**src/rtl/turing_machine_step_engine_defines.svh**
```systemverilog
// ----------------------------------------------------------------------------
// Turing machine step engine assertion macros
// Shared assertion forms for the step engine RTL.
// ----------------------------------------------------------------------------
`ifndef TURING_MACHINE_STEP_ENGINE_DEFINES_SVH
`define TURING_MACHINE_STEP_ENGINE_DEFINES_SVH

// implication checked on every edge outside reset
`define TMS_ASSERT_IMP(label, ante, cons) \
  label: assert property (@(posedge clk) disable iff (!rst_n) (ante) |-> (cons)) \
    else $error("assertion failed");

// next-cycle implication
`define TMS_ASSERT_NXT(label, ante, cons) \
  label: assert property (@(posedge clk) disable iff (!rst_n) (ante) |=> (cons)) \
    else $error("assertion failed");

`endif

```
**src/rtl/tms_pkg.sv**
```systemverilog
// ----------------------------------------------------------------------------
// Turing machine step engine package
// Opcodes, status codes, move codes, register indexes, rule and hit records.
// ----------------------------------------------------------------------------
package tms_pkg;
  localparam int NUM_RULES_DEF  = 32;
  localparam int NUM_STATES_DEF = 16;
  localparam int TAPE_DEPTH_DEF = 4096;

  localparam logic [2:0] OP_LOAD   = 3'd0;
  localparam logic [2:0] OP_CLEAR  = 3'd1;
  localparam logic [2:0] OP_APPEND = 3'd2;
  localparam logic [2:0] OP_BEGIN  = 3'd3;
  localparam logic [2:0] OP_STEP   = 3'd4;

  localparam logic [2:0] ST_OK      = 3'd0;
  localparam logic [2:0] ST_RUNNING = 3'd1;
  localparam logic [2:0] ST_HALTED  = 3'd2;
  localparam logic [2:0] ST_NO_RULE = 3'd3;
  localparam logic [2:0] ST_FULL    = 3'd4;
  localparam logic [2:0] ST_BAD     = 3'd5;

  localparam logic [1:0] MV_STAY  = 2'd0;
  localparam logic [1:0] MV_LEFT  = 2'd1;
  localparam logic [1:0] MV_RIGHT = 2'd2;

  localparam logic [1:0] REG_START = 2'd0;
  localparam logic [1:0] REG_FINAL = 2'd1;
  localparam logic [1:0] REG_COUNT = 2'd2;
  localparam logic [1:0] REG_BLANK = 2'd3;

  typedef struct packed {
    logic [3:0] st;
    logic [7:0] sym;
    logic [3:0] nst;
    logic [7:0] wsym;
    logic [1:0] mv;
  } rule_t;

  // search token travelling down the cell chain
  typedef struct packed {
    logic       found;
    rule_t      rule;
  } hit_t;
endpackage

```
**src/rtl/tms_rule_cell.sv**
```systemverilog
// ----------------------------------------------------------------------------
// Rule cell
// Holds one rule; passes the first match of the search key to its neighbor.
// ----------------------------------------------------------------------------
module tms_rule_cell (
  input  logic           clk,
  input  logic           wr_en,
  input  tms_pkg::rule_t wr_rule,
  input  logic           active,
  input  logic [3:0]     key_state,
  input  logic [7:0]     key_sym,
  input  tms_pkg::hit_t  hit_in,
  output tms_pkg::hit_t  hit_out
);
  import tms_pkg::*;

  rule_t rule_r;

  always_ff @(posedge clk) begin
    if (wr_en) begin
      rule_r <= wr_rule;
    end
  end

  always_comb begin
    hit_out = hit_in;
    if (!hit_in.found && active && rule_r.st == key_state && rule_r.sym == key_sym) begin
      hit_out.found = 1'b1;
      hit_out.rule  = rule_r;
    end
  end
endmodule

```
**src/rtl/tms_rule_chain.sv**
```systemverilog
// ----------------------------------------------------------------------------
// Rule chain
// Row of rule cells searched in priority order, registered at the chain end.
// ----------------------------------------------------------------------------
module tms_rule_chain #(
  parameter int NUM_RULES = tms_pkg::NUM_RULES_DEF,
  parameter int IW = (NUM_RULES > 1) ? $clog2(NUM_RULES) : 1
) (
  input  logic           clk,
  input  logic           wr_en,
  input  logic [7:0]     wr_idx,
  input  tms_pkg::rule_t wr_rule,
  input  logic [5:0]     rule_count,
  input  logic [3:0]     key_state,
  input  logic [7:0]     key_sym,
  output tms_pkg::hit_t  hit
);
  import tms_pkg::*;

  hit_t chain [NUM_RULES+1];
  hit_t hit_r;

  assign chain[0] = '0;

  for (genvar g = 0; g < NUM_RULES; g++) begin : g_cell
    tms_rule_cell u_cell (
      .clk       (clk),
      .wr_en     (wr_en && wr_idx == 8'(g)),
      .wr_rule   (wr_rule),
      .active    (7'(g) < {1'b0, rule_count}),
      .key_state (key_state),
      .key_sym   (key_sym),
      .hit_in    (chain[g]),
      .hit_out   (chain[g+1])
    );
  end

  always_ff @(posedge clk) begin
    hit_r <= chain[NUM_RULES];
  end

  assign hit = hit_r;
  logic unused_iw;
  assign unused_iw = IW[0];
endmodule

```
**config.mk**
```make
export PLATFORM = sky130hd
export DESIGN_NAME = tms_rule_chain
export DESIGN_NICKNAME = d
export VERILOG_FILES = /design/src/rtl/turing_machine_step_engine_defines.svh /design/src/rtl/tms_pkg.sv /design/src/rtl/tms_rule_cell.sv /design/src/rtl/tms_rule_chain.sv
export SDC_FILE = /design/constraint.sdc
export NUM_CORES = 1
export LEC_CHECK = 0
export BUFFER_PORTS_ARGS = -buffer_cell sky130_fd_sc_hd__buf_2
export CORE_ASPECT_RATIO = 0.9
export CORE_MARGIN = 3
export CORE_UTILIZATION = 45
export CTS_CLUSTER_SIZE = 10
export DETAILED_ROUTE_END_ITERATION = 16
export GPL_TIMING_DRIVEN = 0
export PLACE_DENSITY_LB_ADDON = 0.08
export SLEW_MARGIN = 25
export SYNTH_ARGS = -nofsm -noshare
export SYNTH_HDL_FRONTEND = slang
export SYNTH_HIERARCHICAL = 1
export SYNTH_SLANG_ARGS = --single-unit
```
**constraint.sdc**
```tcl
create_clock -name clk -period 34.6 [get_ports clk]
set_input_delay 3.46 -clock clk [delete_from_list [all_inputs] [get_ports clk]]
set_output_delay 3.46 -clock clk [all_outputs]
set_load 0.005 [all_outputs]
```
==> impl_summary.txt, run 1 <==
----------------------------------------------------
[Outcome]
  Outcome ... finished, final reports clean

[Hold path]
  Worst Hold Class ... register to register
  Hold Startpoint ... g_cell[31].u_cell/rule_r[12]
  Worst hold stages ... 1
  End point of the most critical hold path ... hit[12]

[STA]
  Total count of max-transition violations in the final report ... 0
  Setup repair after global routing missed its margin ... false
  Upper clock frequency limit ... 0.0315 GHz
  Final setup vio count ... 0
  Headroom to the max-slew limit ... 27.6%
  Time the final worst path needs with I/O delays and setup ... 31.75 ns
  Setup_tns ... 0 ns
  Worst setup skew after layout ... 0.0196 ns
  Post-route clock period utilization ... 91.8%
  Tightest Pin Transition ... 1.09 ns
  Final Hold Viols ... 0

[Synth]
  FF+latch count, synth ... 859
  Cell Area, Synth ... 44000 µm²
  Fraction of the yosys area taken by sequential cells ... 58.0%
  Mean Syn Cell Area ... 18.0 µm²
  Number of distinct library cells after synthesis ... 32
  Cells after synthesis ... 2446
  Number of warnings issued by yosys ... 6

[Worst setup path]
  Worst flop-to-flop path endpoint ... hit[16]
  Data required, critical path ... 35.15 ns
  Setup slack on the worst flop-to-flop path ... 6.25 ns
  Highest fanout seen on the critical path ... 10
  Cell type of the slowest stage on the worst timing path ... sky130_fd_sc_hd__nor3b_1
  Reg2reg path depth ... 129
  Setup crit end kind ... register
  Arrival time of data at the critical path endpoint ... 32.30 ns
  Setup Crit Path Kind ... input port to register
  Launch point of the critical path ... rule_count[0]
  Startpoint class of the critical path ... input port
  Worst flop-to-flop path startpoint ... g_cell[0].u_cell/rule_r[14]
  Highest cell delay on the worst timing path ... 0.68 ns

[Clock tree]
  Cells resized by post-CTS repair ... 0
  Inserted Clock Buffers ... 99
  Hold_buf cts ... 0
  Number of buffers inserted by post-CTS setup repair ... 0
  Root buf cell ... sky130_fd_sc_hd__clkbuf_16
  Register clock-pin slew on the reported worst setup and hold paths ... 0.05 ns
  TritonCTS clock tree ... done
  Sink count of the clock tree ... 859
  Clock latency on the worst-skew pair ... 0.67 ns
  Maximum clock insertion buffer count ... 3
  Number of H-tree levels ... 3

[Placement]
  Placed cells ... 3908
  Count of input and output buffers ... 78
  Detailed Place HPWL ... 71800 µm
  Weighted congestion reported at the end of routability-driven placement ... 0.805

[Floorplan]
  Num ports ... 81
  Initial standard-cell utilization of the core ... 45.5%
  Placeable core area ... 96600 µm²
  Area of the die ... 102000 µm²
  Total number of placement rows ... 108
  Die boundary height ... 303 µm
  Die Wd ... 336 µm

[GRT]
  Wire length of the first global-routing pass ... 155000 µm
  GR Util All Layers ... 20.8%
  Initial antenna violation count ... 5
  Via count of the first global-routing pass ... 23100
  Maximum number of pins on one net before global-route repair ... 33
  GR Overflow Total ... 0

[Pwr]
  Clock network power share ... 41.2%
  Int Power ... 1.74 mW
  Maximum VDD drop ... 0.0000389 V
  Lkg Pwr ... 19.7 nW
  Net Switching ... 0.493 mW
  Power Density ... 45.0 nW/µm²
  Share of power burned in combinational logic ... 7.5%
  Switching portion of total power ... 22.1%
  Power Total ... 2.23 mW
  Sequential share of power ... 51.3%

[Final layout]
  Post-route non-filler standard cell count ... 4053
  Most common library cell in the layout ignoring fill and taps ... sky130_fd_sc_hd__edfxtp_1
  Layout area overhead ... 12.9%
  Final layout net count ... 2798
  Sequential cell area ... 25500 µm²
  Area of the multi-input gates ... 17900 µm²
  Layout fillers ... 7783
  Fraction of final layout cells sized beyond drive strength 1 ... 47.0%
  Commonest non-fill, non-tap cells in the layout ... sky130_fd_sc_hd__edfxtp_1, sky130_fd_sc_hd__mux2_4, sky130_fd_sc_hd__xor2_1, sky130_fd_sc_hd__mux2_2, sky130_fd_sc_hd__buf_2

[Routing]
  DRC violation count after routing ... 0
  Final antenna-violating net count ... 0
  Number of vias after detailed routing ... 21700
  Pre-antenna DRT Iters ... 6
  Violation count after the first detailed-route iteration ... 1416
  Average wire length per cell after detail routing ... 26.0 µm
  Post-detailed-route via-to-cell ratio ... 5.34
  Total wire length after detailed routing ... 106000 µm

[Run]
  Max-capacitance violation count ... 0

----------------------------------------------------
[routing by layer]
layer | track usage (%) | up-vias | routed length [µm]
li1 | - | 9951 | -
met1 | 32.0 | 11000 | 53500
met2 | 30.3 | 505 | 44400
met3 | 3.23 | 157 | 4880
met4 | 6.00 | 4 | 2760
met5 | 0 | - | 27
[critical path: cells and delay by family]
family | cells | cell delay, ns
buf+inv | 33 | 7.47
mux | 1 | 0.31
simple gates | 97 | 20.85
[area by class of cell]
cell class	instances	area share, %
diodes	2	0.0101
plain buffers	77	1.59
clock buffers	128	5.23
clock inverters	15	0.282
inverters	7	0.0529
multi-input cells	1530	36.1
flip-flops and latches	859	51.4
well taps	1265	3.19
repair buffers	170	2.11
[how the worst max path moves through the flow]
stage,endpoint,cells past startpoint
5_1_grt,hit[16],131
2_1_floorplan,hit[10],130
4_1_cts,hit[16],131
3_5_place_dp,hit[16],131
6_report,hit[16],131
3_3_place_gp,hit[16],130
[power groups by stage]
stage	combinational [mW]	sequential (mW)	clock, mW
6_report	0.169	1.15	0.919
5_1_grt	0.179	1.15	0.986
4_1_cts	0.170	1.15	0.948
3_5_place_dp	0.168	1.17	0
3_3_place_gp	0.163	1.17	0
2_1_floorplan	0.0958	1.17	0
[synthesized netlist by cell type]
master	n	share of area [%]
sky130_fd_sc_hd__a211oi_1	1	0.017
sky130_fd_sc_hd__a21o_1	1	0.017
sky130_fd_sc_hd__a21oi_1	3	0.034
sky130_fd_sc_hd__a31o_2	1	0.020
sky130_fd_sc_hd__and3_1	1	0.014
sky130_fd_sc_hd__buf_1	1	0.0085
sky130_fd_sc_hd__buf_2	2	0.023
sky130_fd_sc_hd__buf_6	66	1.7
sky130_fd_sc_hd__clkbuf_1	8	0.068
sky130_fd_sc_hd__conb_1	1	0.0085
sky130_fd_sc_hd__dfxtp_1	27	1.2
sky130_fd_sc_hd__edfxtp_1	832	57
sky130_fd_sc_hd__inv_1	7	0.060
sky130_fd_sc_hd__mux2_2	224	5.7
sky130_fd_sc_hd__mux2_4	608	21
sky130_fd_sc_hd__nand2_1	15	0.13
sky130_fd_sc_hd__nand2b_1	38	0.54
sky130_fd_sc_hd__nand3_1	3	0.034
sky130_fd_sc_hd__nand3b_1	2	0.034
sky130_fd_sc_hd__nand4_4	32	1.5
sky130_fd_sc_hd__nor2_1	3	0.026
sky130_fd_sc_hd__nor3_1	51	0.58
sky130_fd_sc_hd__nor3b_1	32	0.55
sky130_fd_sc_hd__nor4_1	11	0.16
sky130_fd_sc_hd__nor4_2	71	2.0
sky130_fd_sc_hd__o21ai_0	16	0.18
sky130_fd_sc_hd__o31ai_1	1	0.017
sky130_fd_sc_hd__or2_2	1	0.014
sky130_fd_sc_hd__or3_1	1	0.014
sky130_fd_sc_hd__or3b_2	1	0.020
sky130_fd_sc_hd__or4b_1	1	0.023
sky130_fd_sc_hd__xor2_1	384	7.6
[through the flow]
| step | hold slack, ns | area (µm²) | setup slack, ns | util [%] |
|---|---|---|---|---|
| after floorplan | 0.449 | 44100 | 9.54 | - |
| after global placement | 0.455 | 46100 | 1.94 | 47.7 |
| after detailed placement | 0.460 | 46900 | 1.73 | 48.6 |
| after CTS | 0.473 | 49600 | 2.32 | 51.4 |
| after global routing | 0.495 | 49700 | 0.996 | 51.4 |
| final | 0.472 | 49700 | 2.85 | 51.4 |
[registers in the layout, summed over array words and instances (netlist names)]
register              cells
g_cell.u_cell/rule_r    832
hit                      27
[cells by family after synthesis]
| family | count (synthesis) | synth area share (%) |
|---|---|---|
| multiplexers | 832 | 26.5 |
| flip-flops | 859 | 58.0 |
| XOR/XNOR | 384 | 7.65 |
| AND/OR/NAND/NOR | 263 | 5.70 |
| buffers and inverters | 84 | 1.85 |
| other | 1 | 0.00852 |
| AO/OA/AOI/OAI | 23 | 0.287 |
No activity file was read; power rests on OpenSTA's default activity.
==> inputs of run 2 (changes only) <==
--- a/config.mk
+++ b/config.mk
@@ -5,11 +5,11 @@
 export SDC_FILE = /design/constraint.sdc
 export NUM_CORES = 1
 export LEC_CHECK = 0
-export BUFFER_PORTS_ARGS = -buffer_cell sky130_fd_sc_hd__buf_2
+export BUFFER_PORTS_ARGS = -buffer_cell sky130_fd_sc_hd__clkbuf_2
 export CORE_ASPECT_RATIO = 0.9
 export CORE_MARGIN = 3
 export CORE_UTILIZATION = 45
-export CTS_CLUSTER_SIZE = 10
+export CTS_CLUSTER_SIZE = 30
 export DETAILED_ROUTE_END_ITERATION = 16
 export GPL_TIMING_DRIVEN = 0
 export PLACE_DENSITY_LB_ADDON = 0.08
==> run 2 against run 1 <==
  * Core utilization is 0.28 points higher
  * Count of clock-buffer cells in the layout is 16 lower
  * Total power is 2.1% higher
  * Die area stayed put
  * Critical path type unchanged
  * Largest cell class unchanged
  * Largest power group unchanged
==> impl_summary.txt, run 2 (synthesis gave the netlist of run 1 again) <==
----------------------------------------------------
[Floorplan]
  Total number of placement rows ... 108
  Die Wd ... 336 µm
  Die boundary height ... 303 µm
  Num ports ... 81
  Area of the die ... 102000 µm²
  Placeable core area ... 96600 µm²
  Initial standard-cell utilization of the core ... 45.5%

[STA]
  Upper clock frequency limit ... 0.0316 GHz
  Worst setup skew after layout ... 0.0301 ns
  Final Worst Setup Slack ... 2.91 ns
  Headroom to the max-slew limit ... 26.6%
  Setup repair after global routing missed its margin ... false
  Final setup vio count ... 0
  Setup_tns ... 0 ns
  Total count of max-transition violations in the final report ... 0
  Tightest Pin Transition ... 1.10 ns
  Final Hold Viols ... 0
  Post-route clock period utilization ... 91.6%
  Time the final worst path needs with I/O delays and setup ... 31.69 ns

[Routing]
  DRC violation count after routing ... 0
  Violation count after the first detailed-route iteration ... 1436
  Number of vias after detailed routing ... 21800
  Average wire length per cell after detail routing ... 26.0 µm
  Total wire length after detailed routing ... 106000 µm
  Post-detailed-route via-to-cell ratio ... 5.34
  Pre-antenna DRT Iters ... 6
  Final antenna-violating net count ... 0

[Placement]
  Post-place setup slack ... 1.78 ns
  Detailed Place HPWL ... 73200 µm
  Weighted congestion reported at the end of routability-driven placement ... 0.807
  Count of input and output buffers ... 78
  Placed Instance Area ... 47000 µm²

[Pwr]
  Power Density ... 45.7 nW/µm²
  Net Switching ... 0.504 mW
  Switching portion of total power ... 22.1%
  Maximum VDD drop ... 0.0000362 V
  Sequential share of power ... 50.3%
  Clock network power share ... 42.3%
  Lkg Pwr ... 19.8 nW
  Share of power burned in combinational logic ... 7.4%
  Int Power ... 1.78 mW

[Clock tree]
  Number of H-tree levels ... 3
  TritonCTS clock tree ... done
  Register clock-pin slew on the reported worst setup and hold paths ... 0.06 ns
  Sink count of the clock tree ... 859
  Hold_buf cts ... 0
  Cells resized by post-CTS repair ... 0
  Clock latency on the worst-skew pair ... 0.67 ns
  Root buf cell ... sky130_fd_sc_hd__clkbuf_16
  Maximum clock insertion buffer count ... 3
  Number of buffers inserted by post-CTS setup repair ... 0
  Inserted Clock Buffers ... 95

[GRT]
  GR Overflow Total ... 0
  Wire length of the first global-routing pass ... 156000 µm
  Via count of the first global-routing pass ... 23000
  Maximum number of pins on one net before global-route repair ... 33
  Initial antenna violation count ... 5
  GR Util All Layers ... 20.9%

[Worst setup path]
  Cell type of the slowest stage on the worst timing path ... sky130_fd_sc_hd__nor2_1
  Arrival time of data at the critical path endpoint ... 32.24 ns
  Setup crit end kind ... register
  Setup Crit Path Kind ... input port to register
  Highest fanout seen on the critical path ... 10
  Startpoint class of the critical path ... input port
  Buffers and inverters on the worst path ... 33
  Cell family contributing the most delay on the critical path ... simple AND/OR/NAND/NOR gates
  Data required, critical path ... 35.15 ns
  Highest cell delay on the worst timing path ... 0.67 ns

[Final layout]
  Largest reg by FF count ... g_cell.u_cell/rule_r
  Fin area ... 49900 µm²
  Commonest non-fill, non-tap cells in the layout ... sky130_fd_sc_hd__edfxtp_1, sky130_fd_sc_hd__mux2_4, sky130_fd_sc_hd__xor2_1, sky130_fd_sc_hd__mux2_2, sky130_fd_sc_hd__clkbuf_16
  Layout fillers ... 7763
  Most common library cell in the layout ignoring fill and taps ... sky130_fd_sc_hd__edfxtp_1
  Layout area overhead ... 13.5%
  Final layout net count ... 2796
  Sequential cell area ... 25500 µm²
  Area of the multi-input gates ... 17900 µm²
  Fraction of final layout cells sized beyond drive strength 1 ... 47.0%
  Flip-flop count of the largest register, all copies and words added ... 832

[Outcome]
  Outcome ... finished, final reports clean

[Run]
  Max-capacitance violation count ... 0

[Hold path]
  Worst Hold Class ... register to register

----------------------------------------------------
==> run 2: changes by cell type in the layout (fill, tap and decap cells not counted), moves of 10 or more <==
| cell | change |
|---|---|
| sky130_fd_sc_hd__clkinv_1 | +30 |
| sky130_fd_sc_hd__buf_4 | -12 |
| sky130_fd_sc_hd__clkbuf_2 | +50 |
| sky130_fd_sc_hd__buf_2 | -53 |
| sky130_fd_sc_hd__clkbuf_1 | -14 |
| sky130_fd_sc_hd__clkbuf_4 | +15 |
| sky130_fd_sc_hd__clkinv_2 | +10 |
==> run 2: through the flow <==
stage / cells / power (mW) / utilization (%) / hold slack, ns
after floorplan: 2473 / 1.26 / - / 0.449
after global placement: 3816 / 1.33 / 47.7 / 0.455
after detailed placement: 3910 / 1.34 / 48.6 / 0.460
after CTS: 4083 / 2.30 / 51.7 / 0.473
after global routing: 4083 / 2.35 / 51.7 / 0.497
final: 4084 / 2.28 / 51.7 / 0.472
==> run 2: path summary, 6_finish.rpt <==
kind | slack [ns] | cells after the start | startpoint | endpoint
setup / recovery | 2.91 | 131 | rule_count[0] | hit[16]
hold / removal | 0.47 | 1 | g_cell[31].u_cell/rule_r[11] | hit[11]
setup reg to reg | 6.21 | 129 | g_cell[0].u_cell/rule_r[22] | hit[16]
hold reg to reg | 0.47 | 1 | g_cell[31].u_cell/rule_r[11] | hit[11]
==> run 2: area by class of cell <==
type	instances	share of cell area (%)
sequential	859	51.1
multi-input combinational	1530	36.0
clock buffer	112	4.97
tap	1265	3.17
timing repair buffer	172	2.21
buffer	77	1.58
clock inverter	61	0.935
inverter	7	0.0526
antenna	1	0.00501
==> run 2: layer usage <==
layer  wire length (µm)  vias to the layer above  global-route usage (%)
li1                   -                     9976                       -
met1              54400                    11200                    31.9
met2              44500                      467                    30.5
met3               4640                      151                    3.46
met4               2680                        6                    5.67
met5                124                        -                   0.709
==> run 2: power groups by stage <==
stage | clock network, mW | logic, mW | registers, mW
after floorplan | 0 | 0.0958 | 1.17
after global placement | 0 | 0.163 | 1.17
after detailed placement | 0 | 0.169 | 1.17
after CTS | 0.987 | 0.171 | 1.15
after global routing | 1.03 | 0.180 | 1.15
final | 0.964 | 0.170 | 1.15
